`src/sv/bpa_pkg.sv`:
```
`default_nettype none

package bpa_pkg;

    localparam logic [1:0] CMD_ALLOC_ONE   = 2'd0;
    localparam logic [1:0] CMD_FREE_ONE    = 2'd1;
    localparam logic [1:0] CMD_ALLOC_RANGE = 2'd2;
    localparam logic [1:0] CMD_FREE_RANGE  = 2'd3;

    localparam logic [1:0] STS_OK         = 2'd0;
    localparam logic [1:0] STS_NO_SPACE   = 2'd1;
    localparam logic [1:0] STS_ZERO_COUNT = 2'd2;
    localparam logic [1:0] STS_BOUNDS     = 2'd3;

    localparam int          CFG_W             = 13;
    localparam logic [12:0] TOTAL_PAGES_RESET = 13'd4096;
    localparam logic [1:0]  REG_TOTAL_PAGES   = 2'd0;

    typedef enum logic [2:0] {
        S_CLEAR,
        S_IDLE,
        S_DECODE,
        S_SCAN_RD,
        S_SCAN,
        S_MARK_RD,
        S_MARK_WR,
        S_DONE
    } t_state;

    typedef enum logic [1:0] {
        DEC_DONE,
        DEC_SCAN,
        DEC_MARK
    } t_dec;

    typedef enum logic [1:0] {
        UPD_NONE,
        UPD_SUB,
        UPD_ADD
    } t_upd;

    typedef struct packed {
        logic clr_step;
        logic load_in;
        logic decode;
        logic scan_first;
        logic scan_eval;
        logic mark_read;
        logic mark_write;
        logic finish;
    } t_dp_cmd;

    typedef struct packed {
        logic clr_last;
        t_dec dec;
        logic found;
        logic scan_last;
        logic mark_skip;
        logic mark_end;
        logic out_free;
    } t_dp_sts;

endpackage

`default_nettype wire

```
`src/sv/bpa_ctrl.sv`:
```
`default_nettype none

module bpa_ctrl (
    input  wire logic             i_clk,
    input  wire logic             i_rst_n,
    input  wire logic             i_valid,
    output logic                  o_ready,
    input  wire bpa_pkg::t_dp_sts i_sts,
    output bpa_pkg::t_dp_cmd      o_cmd
);

    bpa_pkg::t_state r_state;
    bpa_pkg::t_state n_state;

    always_ff @(posedge i_clk) begin
        if (!i_rst_n) begin
            r_state <= bpa_pkg::S_CLEAR;
        end else begin
            r_state <= n_state;
        end
    end

    always_comb begin
        n_state = r_state;
        o_cmd   = '0;
        o_ready = 1'b0;
        case (r_state)
            bpa_pkg::S_CLEAR: begin
                o_cmd.clr_step = 1'b1;
                if (i_sts.clr_last) begin
                    n_state = bpa_pkg::S_IDLE;
                end
            end
            bpa_pkg::S_IDLE: begin
                o_ready = 1'b1;
                if (i_valid) begin
                    o_cmd.load_in = 1'b1;
                    n_state       = bpa_pkg::S_DECODE;
                end
            end
            bpa_pkg::S_DECODE: begin
                o_cmd.decode = 1'b1;
                case (i_sts.dec)
                    bpa_pkg::DEC_SCAN: n_state = bpa_pkg::S_SCAN_RD;
                    bpa_pkg::DEC_MARK: n_state = bpa_pkg::S_MARK_RD;
                    default:           n_state = bpa_pkg::S_DONE;
                endcase
            end
            bpa_pkg::S_SCAN_RD: begin
                o_cmd.scan_first = 1'b1;
                n_state          = bpa_pkg::S_SCAN;
            end
            bpa_pkg::S_SCAN: begin
                o_cmd.scan_eval = 1'b1;
                if (i_sts.found) begin
                    n_state = bpa_pkg::S_MARK_RD;
                end else if (i_sts.scan_last) begin
                    n_state = bpa_pkg::S_DONE;
                end
            end
            bpa_pkg::S_MARK_RD: begin
                o_cmd.mark_read = 1'b1;
                if (i_sts.mark_end) begin
                    n_state = bpa_pkg::S_DONE;
                end else if (!i_sts.mark_skip) begin
                    n_state = bpa_pkg::S_MARK_WR;
                end
            end
            bpa_pkg::S_MARK_WR: begin
                o_cmd.mark_write = 1'b1;
                n_state          = bpa_pkg::S_MARK_RD;
            end
            bpa_pkg::S_DONE: begin
                if (i_sts.out_free) begin
                    o_cmd.finish = 1'b1;
                    n_state      = bpa_pkg::S_IDLE;
                end
            end
            default: begin
                n_state = bpa_pkg::S_CLEAR;
            end
        endcase
    end

endmodule

`default_nettype wire

```
`config.mk`:
```
export PLATFORM = sky130hd
export DESIGN_NAME = bpa_ctrl
export DESIGN_NICKNAME = d
export VERILOG_FILES = /design/src/sv/bpa_pkg.sv /design/src/sv/bpa_ctrl.sv
export SDC_FILE = /design/constraint.sdc
export NUM_CORES = 1
export LEC_CHECK = 0
export BUFFER_PORTS_ARGS = -buffer_cell sky130_fd_sc_hd__clkbuf_2
export CELL_PAD_IN_SITES_DETAIL_PLACEMENT = 1
export CELL_PAD_IN_SITES_GLOBAL_PLACEMENT = 2
export CORE_MARGIN = 5
export CORE_UTILIZATION = 20
export DETAILED_ROUTE_END_ITERATION = 8
export HOLD_SLACK_MARGIN = 0.1
export PLACE_DENSITY_LB_ADDON = 0.1
export RECOVER_POWER = 25
export SKIP_LAST_GASP = 1
export SLEW_MARGIN = 20
export SYNTH_ARGS = -nofsm -noshare
export SYNTH_HDL_FRONTEND = slang
export SYNTH_SLANG_ARGS = --single-unit
```
`constraint.sdc`:
```
create_clock -name i_clk -period 1.46 [get_ports i_clk]
set_input_delay 0.292 -clock i_clk [delete_from_list [all_inputs] [get_ports i_clk]]
set_output_delay 0.292 -clock i_clk [all_outputs]
set_load 0.01 [all_outputs]
```
[Yosys cells after proc, flatten, opt, wreduce, memory -nomap -nowiden]
Index checks and enable logic that the tools add are counted.
Storage, ports and cells
  register bits: 3
  input bits: 11
  output and inout bits: 9
  word-level logic and storage cells: 37
Cells by class
  equality and inequality tests: 14
  multiplexer cells: 20
  reduce and logical (&&, ||, !) cells: 2
Operators by type and width (number)
  $pmux 3 s8: 1
  $mux 3: 7
  $eq 3x3->1 const B: 4
  $mux 1: 11
  $eq 3x2->1 const B: 2
  $ne 2x2->1 const B: 3
  $ne 3x3->1 const B: 2
  $pmux 3 s2: 1
  $reduce_and 5->1: 1
  $eq 3x1->1 const B: 1
  $logic_not 3->1: 1
  $eq 2x1->1 const B: 1
  $eq 2x2->1 const B: 1

[Longest topological paths before layout]
Gate-level depths: netlist (run 1).
  depth in word-level cells: 3
  gate-level depth with buffers: 5
  gate-level depth less buffers: 4

[Worst setup path before layout (run 1)]
OpenSTA, ideal clock, no wires.
  path kind: reg-to-output
  start: reg r_state[1]
  end: out o_cmd[6] (netlist name)
  arrival time: 1.176 ns
  data required time: 1.168 ns
  setup slack: -0.008 ns
  stages on the path, launching flop included: 5
  buffers on the path: 2
  cells stage by stage: dfxtp_1 -> buf_2 -> buf_2 -> nor3b_1 -> and2_1
RTL lines
  start: declaration: line bpa_ctrl.sv:12  | bpa_pkg::t_state r_state;
  start signal: assignment: line bpa_ctrl.sv:17  | r_state <= bpa_pkg::S_CLEAR;
  start signal: assignment: line bpa_ctrl.sv:19  | r_state <= n_state;
  end: declaration: line bpa_ctrl.sv:9  | output bpa_pkg::t_dp_cmd o_cmd

==> impl_results.md, run 1 <==
- Outcome: finished, final reports clean
- GRT Util Overall: 0.0871
- Clock buffer depth: 2
- P&R area growth vs syn: 47.6%
- Reg-to-Reg End: r_state[2]$_SDFFE_PN0P_
- CP Capture Type: output port
- Mapped Area: 339 um2
- CP Data Required Time: 1.17 ns
- Top post-synthesis cells by area: dfxtp_1 (18%), and3b_1 (7.7%), nor3b_2 (7.4%), nor2_1 (5.5%), a21oi_1 (4.4%)
- Largest net degree at the start of global routing: 16
- FF+latch count, synth: 3
- # IOs: 20
- Post-Syn Nets: 54
- Core Rows: 14
- Die X: 51.2 um
- Cell taking the most area after synthesis: dfxtp_1
- Initial antenna violation count: 0
- Post-synth EDFFs: 0
- H-tree Lvls: 1
- Vias in the first global route: 415
- Starting Density: 0.217
- Leakage: 0.274 nW
- RSZ-0062 raised after global routing: yes
- Cell area power density: 1420 nW/um2
- RR Startpoint: r_state[0]$_SDFFE_PN0P_
- Post-Place Worst Slack: 0.0576 ns
- # DRC: 0
- Relative slew margins: 0.769
- Final hold viol count: 0
- Global-route wire length before repair: 1750 um
- Yosys top cell area share: 0.177
- Post-layout util: 0.321
- Max_cap viols: 0
- DP Wirelength: 843 um
- Total global routing overflow: 0
- Finished Layout Cells: 82
- Max reg flops: 3
- Clock sinks: 3
- Synth Warn #: 0
- Worst r2r path cells: 4
- Fin crit share: 0.977
- Worst path cell trace: buf_6 > nor3b_2 > and2_1 > clkbuf_2
- Register area share after synthesis: 0.177
- Total Power: 0.712 mW
- Fin Setup TNS: 0 ns
- Worst setup margin: 0.0342 ns
- Gate Count Post-Synth: 43
- Largest register by flop count: r_state
- FF-to-FF setup slack: 0.20 ns
- Worst setup SP type: flip-flop
- Final Critical Period: 1.43 ns
- Worst-Skew Late Latency: 0.24 ns
- CTS clk-pin slew, worst paths: 0.04 ns
- Crit-path leading delay family: simple AND/OR/NAND/NOR gates
- Core footprint: 1560 um2
- CP max-delay cell: dfxtp_1
- Synth cell count leaders: nor2_1 (5), a21oi_1 (3), and3b_1 (3), buf_2 (3), dfxtp_1 (3)
- Worst Path Arrival: 1.13 ns
- Async SR Flop Fraction: 0
- Post-Route WL: 1060 um
- Layout cells sized above 1: 0.515
- DR vias: 399
- Gpl congestion: 0.715
- Hold-fix buffers at CTS: 0
- Cell with the most instances after synthesis: nor2_1
- Setup crit end: o_cmd[6]
- Nets: 78
- ANT cells: 0
- WP buf/inv: 2
- Final setup fails: 0
- DP Area: 463 um2
- Post-CTS Setup Inserts: 0
- Hold Crit Class: in2reg
- Slowest stage delay, CP: 0.31 ns
- Die Y: 51.2 um
- Die area: 2620 um2
- DR vias/cell: 4.87
- Root Driver: clkbuf_4
- Critical Path Start: r_state[2]$_SDFFE_PN0P_
- Worst VDD drop: 395 uV
- CTS tree: done
- Critical Path Fanout Max: 13
- CTS Buf Count: 3
- Dpl cells: 78
- Critical path depth in cells: 4
- Worst Path Class, Setup: reg2out
- Yosys cell types: 27
- Worst hold slack: 0.301 ns
- Drt first-iter violations: 1
- Avg Inst Size Synth: 7.89 um2
- Slew Limit Fails: 0
- Fillers: 200
- Tightest Pin Transition: 0.342 ns
- FMAX: 701 MHz
- First-pass iteration count of the detailed router: 4
- Skew final: 0.00594 ns
- Ys flop type: dfxtp_1
- Post-DRT Antenna Nets: 0
- Port Buf Inserts: 19
- Drt wl/cell: 13.0 um
- Biggest regs: r_state x3
- Post-route design area: 500 um2
power by group:
part / total, mW / internal [mW] / switching, mW
Combinational: 0.381 / 0.198 / 0.183
Clock: 0.149 / 0.103 / 0.0462
Sequential: 0.182 / 0.118 / 0.0636
worst min-delay path by stage:
stage	startpoint	endpoint	slack (ns)	cells past startpoint
2_1_floorplan	i_rst_n	r_state[2]$_SDFFE_PN0P_	0.43	1
3_3_place_gp	i_rst_n	r_state[0]$_SDFFE_PN0P_	0.57	3
3_5_place_dp	i_rst_n	r_state[2]$_SDFFE_PN0P_	0.55	2
4_1_cts	i_rst_n	r_state[2]$_SDFFE_PN0P_	0.30	2
5_1_grt	i_rst_n	r_state[2]$_SDFFE_PN0P_	0.30	2
6_report	i_rst_n	r_state[2]$_SDFFE_PN0P_	0.30	2
timing repair:
item,in CTS,in global routing
pin swaps,1,0
setup endpoints to repair,9,7
resized for setup,3,2
per-layer routing:
metal  track usage  share of wire  vias to the layer above
li1              -              -                      205
met1         0.105           0.45                      180
met2         0.142           0.48                       12
met3        0.0174          0.054                        2
met4        0.0538         0.0085                        0
met5             0              0                        -
layout by cell type, fill, tap and decap left out, drive strengths merged:
cell type,count
nor2,5
inv,2
buf,4
o21ba,1
o21ai,2
o311ai,1
and2,1
nor2b,1
o211a,1
clkbuf,23
nor3b,4
or3b,1
o41ai,1
a211oi,1
a22oi,1
nor3,1
o21bai,1
mux2i,1
a21oi,3
a31oi,1
nand2,3
o2111ai,1
dfxtp,3
and3b,3
final cells by class:
cell class | instances | area, um2 | share of cell area
timing repair buffer | 23 | 129 | 0.258
multi-input combinational | 34 | 250 | 0.500
sequential | 3 | 67.6 | 0.135
tap | 16 | 20.0 | 0.0400
inverter | 2 | 7.51 | 0.0150
clock buffer | 4 | 26.3 | 0.0525
worst reg2reg max path: stages, from the launching register on:
cell	delay, ns
dfxtp_4	0.37
or3b_1	0.38
a21oi_1	0.15
a31oi_1	0.05
o211a_1	0.20
kinds of logic after synthesis:
kind of cell | count (synthesis) | synth area share
and+or+nand+nor | 19 | 0.369
AOI/OAI and AO/OA | 14 | 0.325
buffers and inverters | 6 | 0.0996
DFF | 3 | 0.177
muxes | 1 | 0.0295
Power figures use the tool's default switching activity.
==> run 2, diff against run 1 <==
--- a/config.mk
+++ b/config.mk
@@ -14,6 +14,7 @@
 export HOLD_SLACK_MARGIN = 0.1
 export PLACE_DENSITY_LB_ADDON = 0.1
 export RECOVER_POWER = 25
+export REMOVE_ABC_BUFFERS = 1
 export SKIP_LAST_GASP = 1
 export SLEW_MARGIN = 20
 export SYNTH_ARGS = -nofsm -noshare
==> impl_results.md, run 2 (synthesis results as in run 1) <==
- Worst Path Class, Setup: reg2out
- Final Critical Period: 1.43 ns (+0.00726 ns)
- CTS Buf Count: 3 (unchanged)
- Worst path cell trace: buf_6 > nor3b_4 > and2_4 > clkbuf_2
- Multi-input combinational cell area: 265 um2 (+6.0%)
- Largest net degree at the start of global routing: 15 (-1)
- P&R area growth vs syn: 59.0%
- Max reg flops: 3 (unchanged)
- Cell area power density: 1450 nW/um2 (+2.2%)
- Slew Limit Fails: 0 (unchanged)
- Fillers: 203 (+1.5%)
- Starting Density: 0.217 (unchanged)
- Root Driver: clkbuf_4
- Combinational Power Share: 0.552 (+0.016)
- Hold Crit Class: in2reg
- Most frequent cells in the layout: clkbuf_2 (18), buf_4 (6), nor2_1 (5)
- Relative slew margins: 0.765 (-0.00428)
- Largest register by flop count: r_state
- Core Rows: 14 (unchanged)
- Sw Ratio: 0.409 (-0.00245)
- Total Power: 0.784 mW (+10%)
- CTS clk-pin slew, worst paths: 0.03 ns (about the same)
- CP Data Required Time: 1.17 ns (about the same)
- Worst setup margin: 0.0269 ns (-0.00726 ns)
- Critical Path Fanout Max: 6 (-7)
- GRT Util Overall: 0.0967 (+0.00962)
- Register area: 68.8 um2 (+1.9%)
- Worst-Skew Late Latency: 0.24 ns (about the same)
- Worst Path Arrival: 1.14 ns (about the same)
- Final hold viol count: 0 (unchanged)
- Hold-fix buffers at CTS: 0 (unchanged)
- Clock buffer depth: 2 (unchanged)
- Drt first-iter violations: 6 (+5)
- Drt wl/cell: 13.1 um (+1.2%)
- CTS tree: done
- Die area: 2620 um2 (unchanged)
- Clock sinks: 3 (unchanged)
- DR vias/cell: 4.88 (+0.34%)
- Power Internal: 0.463 mW (+11%)
- ANT cells: 0 (unchanged)
- Tightest Pin Transition: 0.348 ns (+0.00633 ns)
- CP Capture Type: output port
- Final setup fails: 0 (unchanged)
- Global-route wire length before repair: 1790 um (+2.8%)
- Post-layout util: 0.346 (+0.0249)
- Fin Setup TNS: 0 ns (unchanged)
- Crit-path leading delay family: simple AND/OR/NAND/NOR gates
- Post-Place Worst Slack: 0.0609 ns (+0.00326 ns)
- Most common cell after layout, fill and taps aside: clkbuf_2
- Nets: 81 (+3.8%)
- Outcome: finished, final reports clean
- Clock share of power: 0.196 (-0.013)
- Leakage: 0.292 nW (+6.5%)
- Layout cells sized above 1: 0.565 (+0.0501)
- Die X: 51.2 um (unchanged)
- Biggest regs: r_state x3
- First-pass iteration count of the detailed router: 4 (unchanged)
- # DRC: 0 (unchanged)
- Vias in the first global route: 385 (-7.2%)
- CP max-delay cell: dfxtp_2
- Slowest stage delay, CP: 0.32 ns (about the same)
- RSZ-0062 raised after global routing: yes
- Total net switching power: 0.321 mW (+9.5%)
- Skew final: 0.00637 ns (+0.000433 ns)
- Initial antenna violation count: 0 (unchanged)
- Worst setup SP type: flip-flop
- Gpl congestion: 0.675 (-5.6%)
- H-tree Lvls: 1 (unchanged)
- Port Buf Inserts: 19 (unchanged)
- FMAX: 698 MHz (-0.51%)
- Total global routing overflow: 0 (unchanged)
- Seq pwr share: 0.252 (-0.003)
- Worst VDD drop: 591 uV (+50%)
- DR vias: 415 (+4.0%)
- Max_cap viols: 0 (unchanged)
- WP buf/inv: 2 (unchanged)
- DP Wirelength: 875 um (+3.8%)
- Core footprint: 1560 um2 (unchanged)
- # IOs: 20 (unchanged)
- Die Y: 51.2 um (unchanged)
- Post-Route WL: 1110 um (+4.9%)
- Fin crit share: 0.982 (+0.00497)
- Post-DRT Antenna Nets: 0 (unchanged)
==> run 2: worst paths after layout <==
check                                             start                      end  slack [ns]  depth (start not counted)
worst max-delay path            r_state[2]$_SDFFE_PN0P_                 o_cmd[6]        0.03                          4
worst min-delay path                            i_rst_n  r_state[2]$_SDFFE_PN0P_        0.30                          2
worst max register to register  r_state[0]$_SDFFE_PN0P_  r_state[1]$_SDFFE_PN0P_        0.12                          5
worst min register to register  r_state[1]$_SDFFE_PN0P_  r_state[1]$_SDFFE_PN0P_        0.72                          2
==> run 2: power by group through the flow <==
stage | combinational (mW) | sequential (mW) | clock [mW]
final | 0.433 | 0.197 | 0.154
after global routing | 0.479 | 0.209 | 0.167
after CTS | 0.383 | 0.184 | 0.166
after detailed placement | 0.383 | 0.178 | 0
after global placement | 0.381 | 0.176 | 0
after floorplan | 0.201 | 0.180 | 0
==> run 2: cell type report <==
class | count | area share
clock buffer | 4 | 0.0487
timing repair buffer | 26 | 0.281
inverter | 2 | 0.0139
multi-input combinational | 34 | 0.492
sequential | 3 | 0.128
tap | 16 | 0.0371
==> run 2: what timing repair did <==
action | 4_1_cts | 5_1_grt
pin swaps | 0 | 2
gates resized for setup | 3 | 8
setup endpoints to repair | 8 | 4
setup buffers | 0 | 2
==> run 2: stage by stage <==
stage | instances | hold WS, ns | area, um2
final | 85 | 0.303 | 539
after detailed placement | 79 | 0.563 | 465
after global routing | 85 | 0.320 | 539
after floorplan | 39 | 0.425 | 313
after CTS | 83 | 0.290 | 497
after global placement | 79 | 0.568 | 465
==> run 2: worst reg2reg max path, delay by kind of cell, from the launching register on <==
kind | cells | cell delay (ns)
buffers and inverters | 1 | 0.14
DFF | 1 | 0.41
AOI/OAI and AO/OA | 2 | 0.26
muxes | 1 | 0.24
and+or+nand+nor | 1 | 0.17
==> run 2: layer usage <==
layer | up-vias | wire length, um | global-route usage
li1 | 212 | - | -
met1 | 187 | 493 | 0.115
met2 | 14 | 525 | 0.144
met3 | 2 | 76 | 0.0436
met4 | 0 | 19 | 0.0538
met5 | - | 0 | 0
